==> config.mk <==
export PLATFORM = sky130hd
export DESIGN_NAME = tick_task_scheduler_core_flat
export DESIGN_NICKNAME = d
export VERILOG_FILES = /design/src/hdl/tts_pkg.sv /design/src/hdl/tts_in_if.sv /design/src/hdl/tts_out_if.sv /design/src/hdl/tick_task_scheduler_core.sv /design/src/flat_wrapper.sv
export SDC_FILE = /design/constraint.sdc
export NUM_CORES = 1
export LEC_CHECK = 0
export ABC_CLOCK_PERIOD_IN_PS = 12600
export BUFFER_PORTS_ARGS = -buffer_cell sky130_fd_sc_hd__clkbuf_2
export CORE_MARGIN = 5
export CORE_UTILIZATION = 35
export DETAILED_ROUTE_END_ITERATION = 6
export PLACE_DENSITY_LB_ADDON = 0.08
export SETUP_SLACK_MARGIN = 0.05
export SYNTH_ARGS = -nofsm -noshare
export SYNTH_HDL_FRONTEND = slang
export SYNTH_SLANG_ARGS = --single-unit
==> constraint.sdc <==
create_clock -name clk -period 12.6 [get_ports clk]
set_input_delay 1.89 -clock clk [delete_from_list [all_inputs] [get_ports clk]]
set_output_delay 1.89 -clock clk [all_outputs]
set_load 0.1 [all_outputs]
==> src/hdl/tts_pkg.sv <==
// Shared types and constants for the tick task scheduler.
// No dependencies; compile before the interfaces and the core.
package tts_pkg;

  localparam int TASK_SLOTS_DEF = 16;
  localparam int MAX_RESULTS    = 16;
  localparam int TAG_W          = 8;
  localparam int TIME_W         = 16;
  localparam int IDX_IN_W       = 4;
  localparam int COUNT_OUT_W    = 5;

  typedef enum logic [1:0] {
    OP_ADD  = 2'd0,
    OP_DEL  = 2'd1,
    OP_TICK = 2'd2,
    OP_DISP = 2'd3
  } op_t;

  typedef enum logic [1:0] {
    ST_OK       = 2'd0,
    ST_FULL     = 2'd1,
    ST_BAD_SLOT = 2'd2
  } status_t;

  typedef enum logic [2:0] {
    S_IDLE,
    S_EXEC,
    S_SCAN,
    S_WB,
    S_SH_CHK,
    S_SH_WR,
    S_EM_RD,
    S_OUT
  } state_t;

  typedef struct packed {
    logic [TAG_W-1:0]  tag;
    logic [TIME_W-1:0] countdown;
    logic [TIME_W-1:0] period;
  } entry_t;

endpackage

==> src/hdl/tts_in_if.sv <==
// Request channel of the tick task scheduler: valid/ready plus one operation.
// Depends on tts_pkg for field widths.
interface tts_in_if;
  logic                          valid;
  logic                          ready;
  logic [1:0]                    op;
  logic [tts_pkg::TAG_W-1:0]     task_tag;
  logic [tts_pkg::TIME_W-1:0]    first_delay;
  logic [tts_pkg::TIME_W-1:0]    repeat_period;
  logic [tts_pkg::IDX_IN_W-1:0]  slot_index;

  modport source (output valid, op, task_tag, first_delay, repeat_period, slot_index,
                  input ready);
  modport sink   (input valid, op, task_tag, first_delay, repeat_period, slot_index,
                  output ready);
endinterface

==> src/hdl/tts_out_if.sv <==
// Result channel of the tick task scheduler: valid/ready plus one result.
// Depends on tts_pkg for field widths.
interface tts_out_if;
  logic                             valid;
  logic                             ready;
  logic [1:0]                       status;
  logic                             fired;
  logic [tts_pkg::TAG_W-1:0]        fired_tag;
  logic [tts_pkg::COUNT_OUT_W-1:0]  task_count;
  logic                             last;

  modport source (output valid, status, fired, fired_tag, task_count, last, input ready);
  modport sink   (input valid, status, fired, fired_tag, task_count, last, output ready);
endinterface

==> src/hdl/tick_task_scheduler_core.sv <==
// Tick task scheduler core: task table, sequencer and result buffer.
// Depends on tts_pkg, tts_in_if and tts_out_if.
//
// One request is handled at a time; in_if.ready is high only while idle.
// All table work goes through a single task memory with one registered read
// port and one write port, so each slot visit that reads has a read state
// and a write-back state. Delete and dispatch remove a task by shifting the
// later entries down. Dispatch reads every ready task and removes one-shot
// tasks, then delivers one result per ready task, or one empty result (the
// tags are buffered so that every result can carry the final task count).
// No clearing pass is needed after reset.
module tick_task_scheduler_core #(
  parameter int TASK_SLOTS = tts_pkg::TASK_SLOTS_DEF
) (
  input  logic       clk,
  input  logic       rst_n,
  tts_in_if.sink     in_if,
  tts_out_if.source  out_if
);

  localparam int IW = (TASK_SLOTS > 1) ? $clog2(TASK_SLOTS) : 1;
  localparam int CW = $clog2(TASK_SLOTS + 1);
  localparam int RW = $clog2(tts_pkg::MAX_RESULTS);
  localparam int NW = $clog2(tts_pkg::MAX_RESULTS + 1);
  localparam int TW = tts_pkg::TAG_W;
  localparam int DW = tts_pkg::TIME_W;

  tts_pkg::state_t  state_r, state_nxt;
  tts_pkg::op_t     op_r, op_nxt;
  tts_pkg::status_t status_r, status_nxt;
  logic [TW-1:0]    tag_r, tag_nxt;
  logic [DW-1:0]    delay_r, delay_nxt;
  logic [DW-1:0]    period_r, period_nxt;
  logic [tts_pkg::IDX_IN_W-1:0] slot_r, slot_nxt;
  logic [CW-1:0]    idx_r, idx_nxt;
  logic [CW-1:0]    cnt_r, cnt_nxt;
  logic [IW-1:0]    sh_r, sh_nxt;
  logic [NW-1:0]    nres_r, nres_nxt;
  logic [RW-1:0]    emit_r, emit_nxt;
  logic             fired_r, fired_nxt;
  logic             last_r, last_nxt;
  logic [TASK_SLOTS-1:0] rdy_r, rdy_nxt;

  // task table and dispatch tag buffer
  tts_pkg::entry_t  mem_r [TASK_SLOTS];
  tts_pkg::entry_t  rd_q;
  logic [TW-1:0]    buf_r [tts_pkg::MAX_RESULTS];
  logic [TW-1:0]    buf_q;

  logic             mem_re, mem_we, buf_re, buf_we;
  logic [IW-1:0]    mem_ra, mem_wa;
  tts_pkg::entry_t  mem_wd;
  logic [RW-1:0]    buf_wa;
  logic [TW-1:0]    buf_wd;

  logic [IW-1:0]    idx_w;
  logic [CW-1:0]    sh_p1;
  logic             scan_done;

  assign idx_w     = idx_r[IW-1:0];
  assign sh_p1     = CW'(sh_r) + CW'(1);
  assign scan_done = (idx_r >= cnt_r) ||
                     ((op_r == tts_pkg::OP_DISP) && (nres_r == NW'(tts_pkg::MAX_RESULTS)));

  always_ff @(posedge clk) begin
    if (!rst_n) begin
      state_r <= tts_pkg::S_IDLE;
      cnt_r   <= '0;
      rdy_r   <= '0;
      idx_r   <= '0;
      nres_r  <= '0;
      emit_r  <= '0;
      sh_r    <= '0;
      fired_r <= 1'b0;
      last_r  <= 1'b0;
      op_r    <= tts_pkg::OP_ADD;
      status_r <= tts_pkg::ST_OK;
    end else begin
      state_r <= state_nxt;
      cnt_r   <= cnt_nxt;
      rdy_r   <= rdy_nxt;
      idx_r   <= idx_nxt;
      nres_r  <= nres_nxt;
      emit_r  <= emit_nxt;
      sh_r    <= sh_nxt;
      fired_r <= fired_nxt;
      last_r  <= last_nxt;
      op_r    <= op_nxt;
      status_r <= status_nxt;
    end
  end

  always_ff @(posedge clk) begin
    tag_r    <= tag_nxt;
    delay_r  <= delay_nxt;
    period_r <= period_nxt;
    slot_r   <= slot_nxt;
  end

  always_ff @(posedge clk) begin
    if (mem_we) begin
      mem_r[mem_wa] <= mem_wd;
    end
    if (mem_re) begin
      rd_q <= mem_r[mem_ra];
    end
  end

  always_ff @(posedge clk) begin
    if (buf_we) begin
      buf_r[buf_wa] <= buf_wd;
    end
    if (buf_re) begin
      buf_q <= buf_r[emit_r];
    end
  end

  always_comb begin
    state_nxt  = state_r;
    op_nxt     = op_r;
    status_nxt = status_r;
    tag_nxt    = tag_r;
    delay_nxt  = delay_r;
    period_nxt = period_r;
    slot_nxt   = slot_r;
    idx_nxt    = idx_r;
    cnt_nxt    = cnt_r;
    sh_nxt     = sh_r;
    nres_nxt   = nres_r;
    emit_nxt   = emit_r;
    fired_nxt  = fired_r;
    last_nxt   = last_r;
    rdy_nxt    = rdy_r;
    mem_re     = 1'b0;
    mem_ra     = idx_w;
    mem_we     = 1'b0;
    mem_wa     = idx_w;
    mem_wd     = rd_q;
    buf_re     = 1'b0;
    buf_we     = 1'b0;
    buf_wa     = nres_r[RW-1:0];
    buf_wd     = rd_q.tag;
    in_if.ready = 1'b0;

    unique case (state_r)
      tts_pkg::S_IDLE: begin
        in_if.ready = 1'b1;
        if (in_if.valid) begin
          op_nxt     = tts_pkg::op_t'(in_if.op);
          tag_nxt    = in_if.task_tag;
          delay_nxt  = in_if.first_delay;
          period_nxt = in_if.repeat_period;
          slot_nxt   = in_if.slot_index;
          state_nxt  = tts_pkg::S_EXEC;
        end
      end

      tts_pkg::S_EXEC: begin
        status_nxt = tts_pkg::ST_OK;
        fired_nxt  = 1'b0;
        last_nxt   = 1'b1;
        idx_nxt    = '0;
        nres_nxt   = '0;
        unique case (op_r) inside
          tts_pkg::OP_ADD: begin
            state_nxt = tts_pkg::S_OUT;
            if (cnt_r >= CW'(TASK_SLOTS)) begin
              status_nxt = tts_pkg::ST_FULL;
            end else begin
              mem_we  = 1'b1;
              mem_wa  = cnt_r[IW-1:0];
              mem_wd  = '{tag: tag_r, countdown: delay_r, period: period_r};
              rdy_nxt[cnt_r[IW-1:0]] = 1'b0;
              cnt_nxt = cnt_r + CW'(1);
            end
          end
          tts_pkg::OP_DEL: begin
            if (8'(slot_r) >= 8'(cnt_r)) begin
              status_nxt = tts_pkg::ST_BAD_SLOT;
              state_nxt  = tts_pkg::S_OUT;
            end else begin
              sh_nxt    = IW'(slot_r);
              state_nxt = tts_pkg::S_SH_CHK;
            end
          end
          tts_pkg::OP_TICK, tts_pkg::OP_DISP: begin
            state_nxt = tts_pkg::S_SCAN;
          end
          default: state_nxt = tts_pkg::S_IDLE;
        endcase
      end

      tts_pkg::S_SCAN: begin
        if (scan_done) begin
          fired_nxt = 1'b0;
          last_nxt  = 1'b1;
          if ((op_r == tts_pkg::OP_DISP) && (nres_r != '0)) begin
            emit_nxt  = '0;
            state_nxt = tts_pkg::S_EM_RD;
          end else begin
            state_nxt = tts_pkg::S_OUT;
          end
        end else if ((op_r == tts_pkg::OP_TICK) || rdy_r[idx_w]) begin
          mem_re    = 1'b1;
          state_nxt = tts_pkg::S_WB;
        end else begin
          idx_nxt = idx_r + CW'(1);
        end
      end

      tts_pkg::S_WB: begin
        if (op_r == tts_pkg::OP_TICK) begin
          // zero countdown: ready now, countdown stays at zero
          if (rd_q.countdown != '0) begin
            mem_we = 1'b1;
            mem_wd = '{tag: rd_q.tag, countdown: rd_q.countdown - DW'(1),
                       period: rd_q.period};
          end else begin
            rdy_nxt[idx_w] = 1'b1;
          end
          idx_nxt   = idx_r + CW'(1);
          state_nxt = tts_pkg::S_SCAN;
        end else begin
          buf_we   = 1'b1;
          nres_nxt = nres_r + NW'(1);
          rdy_nxt[idx_w] = 1'b0;
          if (rd_q.period != '0) begin
            mem_we    = 1'b1;
            mem_wd    = '{tag: rd_q.tag, countdown: rd_q.period, period: rd_q.period};
            idx_nxt   = idx_r + CW'(1);
            state_nxt = tts_pkg::S_SCAN;
          end else begin
            // one-shot: remove it and rescan the same slot afterwards
            sh_nxt    = idx_w;
            state_nxt = tts_pkg::S_SH_CHK;
          end
        end
      end

      tts_pkg::S_SH_CHK: begin
        if (sh_p1 < cnt_r) begin
          mem_re    = 1'b1;
          mem_ra    = sh_p1[IW-1:0];
          state_nxt = tts_pkg::S_SH_WR;
        end else begin
          rdy_nxt[sh_r] = 1'b0;
          cnt_nxt   = cnt_r - CW'(1);
          state_nxt = (op_r == tts_pkg::OP_DISP) ? tts_pkg::S_SCAN : tts_pkg::S_OUT;
        end
      end

      tts_pkg::S_SH_WR: begin
        mem_we        = 1'b1;
        mem_wa        = sh_r;
        mem_wd        = rd_q;
        rdy_nxt[sh_r] = rdy_r[sh_p1[IW-1:0]];
        sh_nxt        = sh_p1[IW-1:0];
        state_nxt     = tts_pkg::S_SH_CHK;
      end

      tts_pkg::S_EM_RD: begin
        buf_re    = 1'b1;
        fired_nxt = 1'b1;
        last_nxt  = ((NW'(emit_r) + NW'(1)) == nres_r);
        state_nxt = tts_pkg::S_OUT;
      end

      tts_pkg::S_OUT: begin
        if (out_if.ready) begin
          if (last_r) begin
            state_nxt = tts_pkg::S_IDLE;
          end else begin
            emit_nxt  = emit_r + RW'(1);
            state_nxt = tts_pkg::S_EM_RD;
          end
        end
      end

      default: state_nxt = tts_pkg::S_IDLE;
    endcase
  end

  assign out_if.valid      = (state_r == tts_pkg::S_OUT);
  assign out_if.status     = status_r;
  assign out_if.fired      = fired_r;
  assign out_if.fired_tag  = fired_r ? buf_q : '0;
  assign out_if.task_count = tts_pkg::COUNT_OUT_W'(cnt_r);
  assign out_if.last       = last_r;

endmodule

==> src/flat_wrapper.sv <==
// flat-port wrapper written by rule: the top's interface ports become plain ports
module tick_task_scheduler_core_flat 
#(
  parameter int TASK_SLOTS = tts_pkg::TASK_SLOTS_DEF
)
  (clk, rst_n, in_if_valid, in_if_op, in_if_task_tag, in_if_first_delay, in_if_repeat_period, in_if_slot_index, in_if_ready, out_if_valid, out_if_status, out_if_fired, out_if_fired_tag, out_if_task_count, out_if_last, out_if_ready);
  tts_in_if in_if_i ();
  tts_out_if out_if_i ();
  input  logic clk;
  input  logic rst_n;
  input wire logic [$bits(in_if_i.valid)-1:0] in_if_valid;
  input wire logic [$bits(in_if_i.op)-1:0] in_if_op;
  input wire logic [$bits(in_if_i.task_tag)-1:0] in_if_task_tag;
  input wire logic [$bits(in_if_i.first_delay)-1:0] in_if_first_delay;
  input wire logic [$bits(in_if_i.repeat_period)-1:0] in_if_repeat_period;
  input wire logic [$bits(in_if_i.slot_index)-1:0] in_if_slot_index;
  output wire logic [$bits(in_if_i.ready)-1:0] in_if_ready;
  output wire logic [$bits(out_if_i.valid)-1:0] out_if_valid;
  output wire logic [$bits(out_if_i.status)-1:0] out_if_status;
  output wire logic [$bits(out_if_i.fired)-1:0] out_if_fired;
  output wire logic [$bits(out_if_i.fired_tag)-1:0] out_if_fired_tag;
  output wire logic [$bits(out_if_i.task_count)-1:0] out_if_task_count;
  output wire logic [$bits(out_if_i.last)-1:0] out_if_last;
  input wire logic [$bits(out_if_i.ready)-1:0] out_if_ready;
  assign in_if_i.valid = in_if_valid;
  assign in_if_i.op = in_if_op;
  assign in_if_i.task_tag = in_if_task_tag;
  assign in_if_i.first_delay = in_if_first_delay;
  assign in_if_i.repeat_period = in_if_repeat_period;
  assign in_if_i.slot_index = in_if_slot_index;
  assign in_if_ready = in_if_i.ready;
  assign out_if_valid = out_if_i.valid;
  assign out_if_status = out_if_i.status;
  assign out_if_fired = out_if_i.fired;
  assign out_if_fired_tag = out_if_i.fired_tag;
  assign out_if_task_count = out_if_i.task_count;
  assign out_if_last = out_if_i.last;
  assign out_if_i.ready = out_if_ready;
  tick_task_scheduler_core #(.TASK_SLOTS(TASK_SLOTS)) u_core (.clk(clk), .rst_n(rst_n), .in_if(in_if_i), .out_if(out_if_i));
endmodule
* After elaboration in Yosys (flattened, before gate mapping)
Memory sizes are Yosys's and may differ from the RTL's. A register that Yosys moved wholly into a read port is not among the register bits.
Cells that the tools add are included.
** Cells by class
- Bitwise operators :: 7
- Muxes and demuxes :: 88
- $add $sub $neg :: 8
- Reduce and logical (&&, ||, !) cells :: 29
- $lt $le $gt $ge :: 11
- Equality and inequality tests :: 29
** Operators by type and width (count)
- $mux 32 :: 3
- $mux 16 :: 5
- $mux 40 :: 2
- $pmux 40 s2 :: 1
- $pmux 16 s4 :: 1
- $and 16x16->16 :: 3
- $mux 4 :: 12
- $not 16->16 :: 3
- $mux 5 :: 8
- $reduce_bool 16->1 :: 2
- $mux 3 :: 9
- $mux 1 :: 25
- $pmux 3 s8 :: 1
- $lt 4x5->1 const B :: 4
- $pmux 5 s2 :: 2
- $ne 2x2->1 const B :: 9
- $bwmux 16 :: 1
- $or 16x16->16 :: 1
- $pmux 4 s2 :: 2
- $sub 16x1->16 const B :: 1
- $add 5x1->5 const B :: 3
- $pmux 5 s3 :: 1
- $reduce_and 5->1 :: 3
- $demux 1 s4 :: 3
- 38 further kinds :: 67
** Storage, ports and cells
- Register bits after elaboration :: 92
- Logic and storage cells :: 189
- Bits in writable memories :: 768
- Memories kept :: 2
- Bits of input ports :: 50
** Memories
- u_core.mem_r :: depth 16, width 40, rd ports 1, clocked after Yosys merged registers in 1, write ports 1, RTL line tick_task_scheduler_core.sv:45 : tts_pkg::entry_t mem_r [TASK_SLOTS];
- u_core.buf_r :: depth 16, width 8, rd ports 1, clocked after Yosys merged registers in 1, write ports 1, RTL line tick_task_scheduler_core.sv:47 : logic [TW-1:0] buf_r [tts_pkg::MAX_RESULTS];

* Longest topological paths before layout
Gate-level depths: netlist (run 1).
- Depth in word-level cells :: 9
- Gate-level depth with buffers :: 14
- Gate-level depth less buffers :: 11

* Worst setup path after synthesis (run 1)
No wires, ideal clock.
- Path type :: flip-flop to flip-flop
- Start :: reg u_core.cnt_r[1], in the netlist u_core.out_if.task_count[1]
- End :: reg, netlist name u_core.buf_wd[0]
- Data arrival time :: 5.253 ns
- Clock period less this slack :: 5.746 ns
- Buffers on the path :: 1
- Stages on the path, launching flop included :: 9
- Path slack :: 6.854 ns
- Data required time :: 12.107 ns
- Setup time :: 0.493 ns
- Path through :: dfxtp_1 clkbuf_1 inv_1 ha_1 a21o_1 a211oi_1 o221a_2 nand2_1 o21ai_0
** On the way
- Longest elaborated chain between the ends :: 4
- Elaborated cells between the ends (all ways) :: 8
- Those cells by class :: order compare: 2; mux: 5; reduce/logical: 1
** Ends and longest elaborated chain
- start: declaration :: RTL line tick_task_scheduler_core.sv:36 : logic [CW-1:0] cnt_r, cnt_nxt;
- start signal: assignment :: RTL line tick_task_scheduler_core.sv:80 : cnt_r <= cnt_nxt;
- $ge 5x5->1 :: RTL line tick_task_scheduler_core.sv:62 : assign scan_done = (idx_r >= cnt_r) ||
- $logic_or 1x1->1 :: RTL line tick_task_scheduler_core.sv:62
- $mux 1 :: RTL line tick_task_scheduler_core.sv:194 : if (scan_done) begin
- $pmux 1 s2 (*) :: RTL line tick_task_scheduler_core.sv:145 : unique case (state_r)
- named net u_core.mem_re :: RTL line tick_task_scheduler_core.sv:50 : logic mem_re, mem_we, buf_re, buf_we;
The timed path passes the listed nets; every way through them passes the cells marked *.
A chain may end at the register's enable or synchronous reset.

* Worst setup path after layout (run 1)
- Start :: reg u_core.sh_r[0]
- End :: reg, netlist name u_core.rd_q[4]
** On the way
- Longest elaborated chain between the ends :: 4
- Elaborated cells between the ends (all ways) :: 6
- Those cells by class :: add/sub: 1; order compare: 1; mux: 4
** Ends and longest elaborated chain
- start: declaration :: RTL line tick_task_scheduler_core.sv:37 : logic [IW-1:0] sh_r, sh_nxt;
- start signal: assignment :: RTL line tick_task_scheduler_core.sv:85 : sh_r <= sh_nxt;
- $add 4x1->5 (*) :: RTL line tick_task_scheduler_core.sv:61 : assign sh_p1 = CW'(sh_r) + CW'(1);
- $lt 5x5->1 :: RTL line tick_task_scheduler_core.sv:241 : if (sh_p1 < cnt_r) begin
- $mux 1 / $mux 4 (equally long branches) :: RTL line tick_task_scheduler_core.sv:241
- $pmux 1 s2 / $mux 4 (equally long branches) :: RTL line tick_task_scheduler_core.sv:145
Mark *: on every way between the ends. The rest lies on a longest branch, timed or not.

==> results of run 1 <==
## worst register-to-register path, cell delays in order (launching register included)
cell and delay [ns]:
sky130_fd_sc_hd__dfxtp_1 0.63, sky130_fd_sc_hd__ha_1 0.45, sky130_fd_sc_hd__xnor2_1 0.21, sky130_fd_sc_hd__inv_1 0.19
sky130_fd_sc_hd__ha_1 0.33, sky130_fd_sc_hd__a21o_1 0.16, sky130_fd_sc_hd__a31oi_1 0.31, sky130_fd_sc_hd__o211a_4 0.30
sky130_fd_sc_hd__mux2i_4 0.23, sky130_fd_sc_hd__buf_4 0.78, sky130_fd_sc_hd__buf_4 1.08, sky130_fd_sc_hd__mux2i_1 0.40
sky130_fd_sc_hd__o22ai_1 0.11, sky130_fd_sc_hd__or4_1 0.55
## sequential cells by signal, summed over array words and instances (netlist names), 3 cells and up
signal and cells:
u_core.buf_q 8, u_core.buf_r 128, u_core.buf_wd 8, u_core.delay_r 16, u_core.emit_r 4, u_core.idx_r 5, u_core.mem_r 640, u_core.nres_r 5
u_core.out_if.task_count 5, u_core.period_r 16, u_core.rd_q 32, u_core.rdy_r 16, u_core.sh_r 4, u_core.slot_r 4, u_core.state_r 3, u_core.tag_r 8
## how the worst min path moves through the flow
| stage | cells after the start | slack (ns) | to | from |
|---|---|---|---|---|
| after floorplan | 2 | 0.44 | u_core.rdy_r[14] | u_core.rdy_r[14] |
| after global placement | 2 | 0.45 | u_core.out_if.status[1] | u_core.out_if.status[1] |
| after detailed placement | 2 | 0.45 | u_core.out_if.status[1] | u_core.out_if.status[1] |
| after CTS | 2 | 0.46 | u_core.out_if.status[1] | u_core.out_if.status[1] |
| after global routing | 2 | 0.50 | u_core.out_if.status[0] | u_core.out_if.status[0] |
| final | 2 | 0.46 | u_core.out_if.status[1] | u_core.out_if.status[1] |
## cells by family (layout without fill, tap and decap cells)
| logic type | Yosys count | in the layout |
|---|---|---|
| buffers and inverters | 172 | 335 |
| and+or+nand+nor | 324 | 324 |
| adders and majority gates | 31 | 31 |
| xor gates and xnor gates | 15 | 15 |
| muxes | 402 | 402 |
| DFF | 908 | 908 |
| AOI/OAI and AO/OA | 428 | 428 |
## power by group through the flow
stage / logic (mW) / clock network, mW / registers [mW]
after floorplan: 1.72 / 0 / 4.02
after global placement: 2.36 / 0 / 4.07
after detailed placement: 2.40 / 0 / 4.08
after CTS: 2.40 / 2.90 / 4.01
after global routing: 2.58 / 3.03 / 4.03
final: 2.40 / 2.83 / 4.01
## cells in the mapped netlist, types with 20 or more instances
cell	count	share of area [%]
sky130_fd_sc_hd__edfxtp_1	860	69
sky130_fd_sc_hd__mux2i_1	325	8.7
sky130_fd_sc_hd__o22ai_1	187	3.1
sky130_fd_sc_hd__a21oi_1	92	1.2
sky130_fd_sc_hd__clkbuf_1	76	0.76
sky130_fd_sc_hd__nand2_1	75	0.75
sky130_fd_sc_hd__nor2_1	74	0.74
sky130_fd_sc_hd__mux4_2	49	3.0
sky130_fd_sc_hd__dfxtp_1	48	2.6
sky130_fd_sc_hd__or4_1	46	0.92
sky130_fd_sc_hd__buf_2	38	0.51
sky130_fd_sc_hd__ha_1	30	1.0
sky130_fd_sc_hd__inv_1	28	0.28
sky130_fd_sc_hd__mux2_2	27	0.81
sky130_fd_sc_hd__a31oi_1	25	0.42
sky130_fd_sc_hd__nand3_1	25	0.34
sky130_fd_sc_hd__and2_1	20	0.34
## layout by cell type, fill, tap and decap left out, types with 7 or more instances in the layout
cell type                   instances
sky130_fd_sc_hd__ha_1              30
sky130_fd_sc_hd__dfxtp_1           47
sky130_fd_sc_hd__clkbuf_1          25
sky130_fd_sc_hd__inv_1             27
sky130_fd_sc_hd__nand2b_1          11
sky130_fd_sc_hd__clkinv_1          17
sky130_fd_sc_hd__clkbuf_2          68
sky130_fd_sc_hd__nor2_1            57
sky130_fd_sc_hd__or4_1             46
sky130_fd_sc_hd__mux4_2            49
sky130_fd_sc_hd__and3_1            15
sky130_fd_sc_hd__edfxtp_1         860
sky130_fd_sc_hd__o21ai_0           16
sky130_fd_sc_hd__nor3_1            15
sky130_fd_sc_hd__o22ai_1          187
sky130_fd_sc_hd__buf_4             54
sky130_fd_sc_hd__nand2_1           75
sky130_fd_sc_hd__xnor2_1            9
sky130_fd_sc_hd__and2_1            20
sky130_fd_sc_hd__clkinv_2          17
sky130_fd_sc_hd__a31oi_4            8
sky130_fd_sc_hd__mux2i_1          325
sky130_fd_sc_hd__a21oi_1           92
sky130_fd_sc_hd__o41ai_2            9
sky130_fd_sc_hd__clkbuf_16        102
sky130_fd_sc_hd__a32o_1             7
sky130_fd_sc_hd__nor2b_1           10
sky130_fd_sc_hd__a31oi_1           16
sky130_fd_sc_hd__a22oi_1            8
sky130_fd_sc_hd__mux2_2            27
sky130_fd_sc_hd__o22a_1             8
sky130_fd_sc_hd__a21o_1             9
sky130_fd_sc_hd__nor2_4            17
sky130_fd_sc_hd__nand3_1           25
## per-stage QoR
| step | setup slack (ns) | util [%] | hold WS, ns | std cells | cell area [um^2] |
|---|---|---|---|---|---|
| floorplan | 6.854 | - | 0.4416 | 2280 | 37340 |
| global route | 6.329 | 40.42 | 0.5014 | 3834 | 42670 |
| finish | 6.594 | 40.42 | 0.4612 | 3834 | 42670 |
| CTS | 6.675 | 40.41 | 0.4582 | 3834 | 42660 |
| global placement | 6.846 | 37.40 | 0.4459 | 3652 | 39480 |
| detailed placement | 6.715 | 37.40 | 0.4496 | 3652 | 39480 |
## area by class of cell
cell class | count | area share [%]
flip-flops and latches | 908 | 62.78
multi-input cells | 1200 | 23.63
clock buffers | 131 | 6.331
well taps | 1391 | 4.079
repair buffers | 123 | 1.795
clock inverters | 51 | 1.123
inverters | 30 | 0.2639
## layer usage
layer,routed length (um),global-route usage (%),share of wire [%],vias to the layer above
li1,-,-,-,9392
met1,50210,27.22,47,11030
met2,49050,29.27,46,677
met3,5568,3.127,5.2,158
met4,2372,4.491,2.2,0
met5,0,0,0,-
==> results.sh, run 1 <==
export IMPL_detail_route_drc_violations=0
export IMPL_synthFlopType="sky130_fd_sc_hd__edfxtp_1"
export IMPL_clock_sinks=908
export IMPL_hold_violations=0
export IMPL_postSynth_asyncResetShare_pct=0
export IMPL_resize_count_post_cts=0
export IMPL_synth_xor_area_share_pct=0.3518
export IMPL_detail_route_iter0_violations=2131
export IMPL_wl_mm=107.2
export IMPL_worst_reg2reg_startpoint="u_core.sh_r[0]"
export IMPL_cts_hold_fix_buffers=0
export IMPL_clock_tree_root_cell="sky130_fd_sc_hd__clkbuf_16"
export IMPL_antenna_found_initial=2
export IMPL_multiInputGateArea_mm2=0.01008
export IMPL_cts_tree="built"
export IMPL_top_level_ports=69
export IMPL_cts_setup_buffers=0
export IMPL_timing_setup_critical_path_class="reg2reg"
export IMPL_max_cap_violations=0
export IMPL_grt_overflow_total=0
export IMPL_cp_startpoint="u_core.sh_r[0]"
export IMPL_synth_top_family_by_area="multiplexers"
export IMPL_place_hpwl_mm=55.67
export IMPL_timing_fmax_mhz=166.5
export IMPL_count_of_flip_flops_with_a_built_in_enable_after_synthesis=860
export IMPL_timing_critical_path_to_type="flip-flop"
export IMPL_synth_simple_gate_area_share_pct=4.614
export IMPL_rsz0062_at_grt="false"
export IMPL_power_share_clock_pct=30.6
export IMPL_h_tree_depth=3
export IMPL_slowest_delay_ns=1.01
export IMPL_post_route_cells_drive_above_1_share_pct=16.33
export IMPL_cts_max_path_buffers=3
export IMPL_switchingPower_mw=2.912
export IMPL_cp_num_buf_inv=3
export IMPL_antenna_violating_nets_post_route=0
export IMPL_ff_to_ff_end="u_core.rd_q[4]"
export IMPL_syn_num_nets=2361
export IMPL_power_per_cell_area_mw_per_mm2=216.6
export IMPL_design_power_total_mw=9.243
export IMPL_required_ns=13.00
export IMPL_core_area_mm2=0.1056
export IMPL_path_max_fanout=68
export IMPL_p_leak_nw=15.23
export IMPL_holdCritPathClass="reg2reg"
export IMPL_worst_slew_margin_rel_pct=8.511
export IMPL_muxShareOfSynthArea_pct=12.52
export IMPL_netSwitchingFraction_pct=31.50
export IMPL_placementRows=119
export IMPL_synthAdderAreaFrac_pct=1.059
export IMPL_share_seq_of_total_power_pct=43.4
export IMPL_design_die_area_mm2=0.1133
export IMPL_num_vias=21260
export IMPL_grt_start_max_net_pins=150
export IMPL_number_of_nets_in_the_final_layout=2444
export IMPL_clkTransAtPathRegs_ns=0.07
export IMPL_final_period_minus_worst_setup_slack_ns=6.006
export IMPL_first_pass_grt_wire_length_mm=153.5
export IMPL_first_global_vias=21420
export IMPL_synth_warning_count=0
export IMPL_num_fill_cells=9499
export IMPL_setup_viol_count_final=0
export IMPL_synthesis_area_per_instance_um2=16.38
export IMPL_worstSetupStartpointType="flip-flop"
export IMPL_first_pass_iters=5
export IMPL_insertion_delay_ns=0.68
export IMPL_number_of_cells_on_the_critical_path=13
export IMPL_synth_area_mm2=0.03734
export IMPL_post_synth_inst_count=2280
export IMPL_global_route_total_usage_across_every_layer_pct=18.62
export IMPL_worst_endpoint_arrival_ns=6.40
export IMPL_tns_ns=0
export IMPL_timing_final_crit_share_pct=47.67
export IMPL_chain_of_cells_forming_the_critical_path="ha_1 -> xnor2_1 -> inv_1 -> ha_1 -> a21o_1 -> a31oi_1 -> o211a_4 -> mux2i_4 -> buf_4 -> buf_4 -> mux2i_1 -> o22ai_1 -> or4_1"
export IMPL_diodes=0
export IMPL_register_cell_area_after_layout_mm2=0.02679
export IMPL_syn_to_final_growth_pct=14.27
export IMPL_run_status="complete, no violations"
export IMPL_crit_path_top_delay_cell="sky130_fd_sc_hd__buf_4"
export IMPL_timing_worst_slew_pin_value_ns=1.372
export IMPL_io_buffer_count=68
export IMPL_ys_types=75
export IMPL_p_int_mw=6.332
export IMPL_finalMaxSlewViolations=0
export IMPL_route_detailed_vias_per_inst=5.545
export IMPL_ys_ff_latch=908
export IMPL_timing_reg2reg_setup_slack_ns=6.59
export IMPL_number_of_buffers_added_by_the_clock_tree_synthesis_step=100
export IMPL_reg2reg_depth=13
export IMPL_power_combinational_fraction_pct=26.0
export IMPL_ir_worst_vdd_v=0.0002853
export IMPL_die_height_um=336.6
export IMPL_worst_clock_skew_ns=0.02629
export IMPL_finalWeightedCongestion=0.8449
export IMPL_crit_family="buffers and inverters"
export IMPL_initial_core_util_pct=35.37
export IMPL_synth_compound_area_share_pct=7.694
export IMPL_post_drt_wl_per_cell_um=27.96
export IMPL_die_width_um=336.6
export IMPL_crit_end="u_core.rd_q[4]"
export IMPL_synth_seq_area_share_pct=71.74
Power figures use the tool's default switching activity.
==> run 2: changes to the inputs <==
--- a/config.mk
+++ b/config.mk
@@ -5,7 +5,7 @@
 export SDC_FILE = /design/constraint.sdc
 export NUM_CORES = 1
 export LEC_CHECK = 0
-export ABC_CLOCK_PERIOD_IN_PS = 12600
+export ABC_CLOCK_PERIOD_IN_PS = 4900
 export BUFFER_PORTS_ARGS = -buffer_cell sky130_fd_sc_hd__clkbuf_2
 export CORE_MARGIN = 5
 export CORE_UTILIZATION = 35
==> constraint.sdc (replaced) <==
create_clock -name clk -period 4.9 [get_ports clk]
set_input_delay 0.735 -clock clk [delete_from_list [all_inputs] [get_ports clk]]
set_output_delay 0.735 -clock clk [all_outputs]
set_load 0.1 [all_outputs]
==> run 2 against run 1 <==
Compared with the run above: routed wire length rose by 0.78%; global-route usage rose by 0.13 points; first-iteration DRC count fell by 15%; critical endpoint is now u_core.buf_wd[1].
==> results.sh, run 2 (synthesis gave the netlist of run 1 again) <==
export IMPL_post_place_ws_ns=0.4854
export IMPL_setup_viol_count_final=0
export IMPL_worst_clock_skew_ns=0.03832
export IMPL_postPlaceCellArea_mm2=0.04005
export IMPL_path_max_fanout=33
export IMPL_post_drt_wl_per_cell_um=27.87
export IMPL_antenna_violating_nets_post_route=0
export IMPL_clock_tree_root_cell="sky130_fd_sc_hd__clkbuf_16"
export IMPL_clkTransAtPathRegs_ns=0.06
export IMPL_timing_worst_slew_pin_value_ns=1.276
export IMPL_power_per_cell_area_mw_per_mm2=562.6
export IMPL_global_route_total_usage_across_every_layer_pct=18.75
export IMPL_largest_register_ff_count=640
export IMPL_placementRows=119
export IMPL_tns_ns=0
export IMPL_die_width_um=336.6
export IMPL_grt_overflow_total=0
export IMPL_dp_cells=3691
export IMPL_layout_setup_ws_ns=0.4195
export IMPL_detail_route_iter0_violations=1808
export IMPL_num_vias=21490
export IMPL_hold_violations=0
export IMPL_timing_final_crit_share_pct=91.44
export IMPL_diodes=0
export IMPL_cts_tree="built"
export IMPL_final_cells=3877
export IMPL_timing_setup_critical_path_class="reg2reg"
export IMPL_rsz0062_at_grt="false"
export IMPL_cts_hold_fix_buffers=0
export IMPL_detail_route_drc_violations=0
export IMPL_final_period_minus_worst_setup_slack_ns=4.480
export IMPL_final_common_cell="sky130_fd_sc_hd__edfxtp_1"
export IMPL_worst_slew_margin_rel_pct=14.56
export IMPL_crit_family="compound AO/OA/AOI/OAI gates"
export IMPL_registers_top_by_ff_count="u_core.mem_r"
export IMPL_worstSetupStartpointType="flip-flop"
export IMPL_worst_endpoint_arrival_ns=4.88
export IMPL_io_buffer_count=68
export IMPL_cts_setup_buffers=0
export IMPL_number_of_buffers_added_by_the_clock_tree_synthesis_step=101
export IMPL_finalMaxSlewViolations=0
export IMPL_design_area_mm2=0.04341
export IMPL_first_global_vias=21330
export IMPL_antenna_found_initial=1
export IMPL_die_height_um=336.6
export IMPL_max_cap_violations=0
export IMPL_syn_to_final_growth_pct=16.27
export IMPL_slowest_delay_ns=0.53
export IMPL_cp_num_buf_inv=3
export IMPL_finalWeightedCongestion=0.8424
export IMPL_resize_count_post_cts=0
export IMPL_timing_fmax_mhz=223.2
export IMPL_p_leak_nw=15.63
export IMPL_h_tree_depth=3
export IMPL_required_ns=5.30
export IMPL_initial_core_util_pct=35.37
export IMPL_timing_critical_path_to_type="flip-flop"
export IMPL_chain_of_cells_forming_the_critical_path="ha_1 -> xnor2_1 -> inv_1 -> ha_1 -> a21o_1 -> a31oi_1 -> o211a_4 -> mux2i_4 -> buf_12 -> buf_12 -> mux2i_1 -> o22ai_1 -> or4_1"
export IMPL_number_of_nets_in_the_final_layout=2484
export IMPL_post_route_cells_drive_above_1_share_pct=17.90
export IMPL_first_pass_grt_wire_length_mm=154.1
export IMPL_wl_mm=108.0
export IMPL_place_hpwl_mm=62.11
export IMPL_crit_path_top_delay_cell="sky130_fd_sc_hd__or4_1"
export IMPL_route_detailed_vias_per_inst=5.542
export IMPL_clock_sinks=908
export IMPL_most_common_layout_cells="860 x sky130_fd_sc_hd__edfxtp_1, 325 x sky130_fd_sc_hd__mux2i_1, 187 x sky130_fd_sc_hd__o22ai_1"
export IMPL_insertion_delay_ns=0.69
export IMPL_ir_worst_vdd_v=0.0002870
export IMPL_reg_largest_list="u_core.mem_r (640), u_core.buf_r (128), u_core.rd_q (32)"
export IMPL_first_pass_iters=6
export IMPL_top_level_ports=69
export IMPL_run_status="complete, no violations"
export IMPL_core_area_mm2=0.1056
export IMPL_grt_start_max_net_pins=59
export IMPL_design_die_area_mm2=0.1133
export IMPL_final_util_pct=41.13
export IMPL_cts_max_path_buffers=3
export IMPL_holdCritPathClass="in2reg"
## run 2: cell types whose count changed in the layout (fill, tap and decap cells not counted), sizes merged
cell,previous run,this run
clkbuf,199,190
inv,31,29
clkinvlp,6,7
buf,55,94
bufinv,6,14
clkinv,38,44
## run 2: path summary, 6_finish.rpt
path | startpoint | end | slack, ns | depth (start not counted)
max reg2reg | u_core.sh_r[1] | u_core.buf_wd[1] | 0.42 | 13
max | u_core.sh_r[1] | u_core.buf_wd[1] | 0.42 | 13
min | in_if_slot_index[2] | u_core.slot_r[2] | 0.22 | 1
min reg2reg | u_core.out_if.status[0] | u_core.out_if.status[0] | 0.46 | 2
## run 2: area by class of cell
type / count / area, um^2
Sequential cell: 908 / 26790
Clock inverter: 64 / 719.4
Timing Repair Buffer: 162 / 1321
Clock buffer: 122 / 2649
Tap cell: 1391 / 1740
Fill cell: 9439 / 62150
Multi-Input combinational cell: 1200 / 10080
Inverter: 30 / 112.6
## run 2: worst reg2reg max path, cell delays in order, from the launching register on
cell and delay [ns]:
sky130_fd_sc_hd__dfxtp_1 0.44, sky130_fd_sc_hd__ha_1 0.40, sky130_fd_sc_hd__xnor2_1 0.22, sky130_fd_sc_hd__inv_1 0.20, sky130_fd_sc_hd__ha_1 0.32, sky130_fd_sc_hd__a21o_1 0.16
sky130_fd_sc_hd__a31oi_1 0.31, sky130_fd_sc_hd__o211a_4 0.31, sky130_fd_sc_hd__mux2i_4 0.33, sky130_fd_sc_hd__buf_12 0.33, sky130_fd_sc_hd__buf_12 0.34, sky130_fd_sc_hd__mux2i_1 0.25
sky130_fd_sc_hd__o22ai_1 0.09, sky130_fd_sc_hd__or4_1 0.53
## run 2: through the flow
step           total power [mW]  hold WS (ns)
6_report                  24.42        0.2244
5_1_grt                   25.45        0.1923
4_1_cts                   24.65        0.1719
3_3_place_gp              16.83        0.4483
3_5_place_dp              16.92        0.4545
2_1_floorplan             14.76        0.4416
## run 2: per-layer routing
layer | vias to the layer above | global-route usage [%] | share of wire, %
met5 | - | 0 | 0
met4 | 0 | 4.750 | 2.2
met3 | 176 | 2.667 | 5.1
met2 | 681 | 30.13 | 47
met1 | 11170 | 27.06 | 46
li1 | 9464 | - | -
## run 2: report_power, final
| group | switching (mW) | internal, mW |
|---|---|---|
| Clock | 3.08 | 4.58 |
| Sequential | 0.398 | 9.89 |
| Combinational | 4.13 | 2.34 |
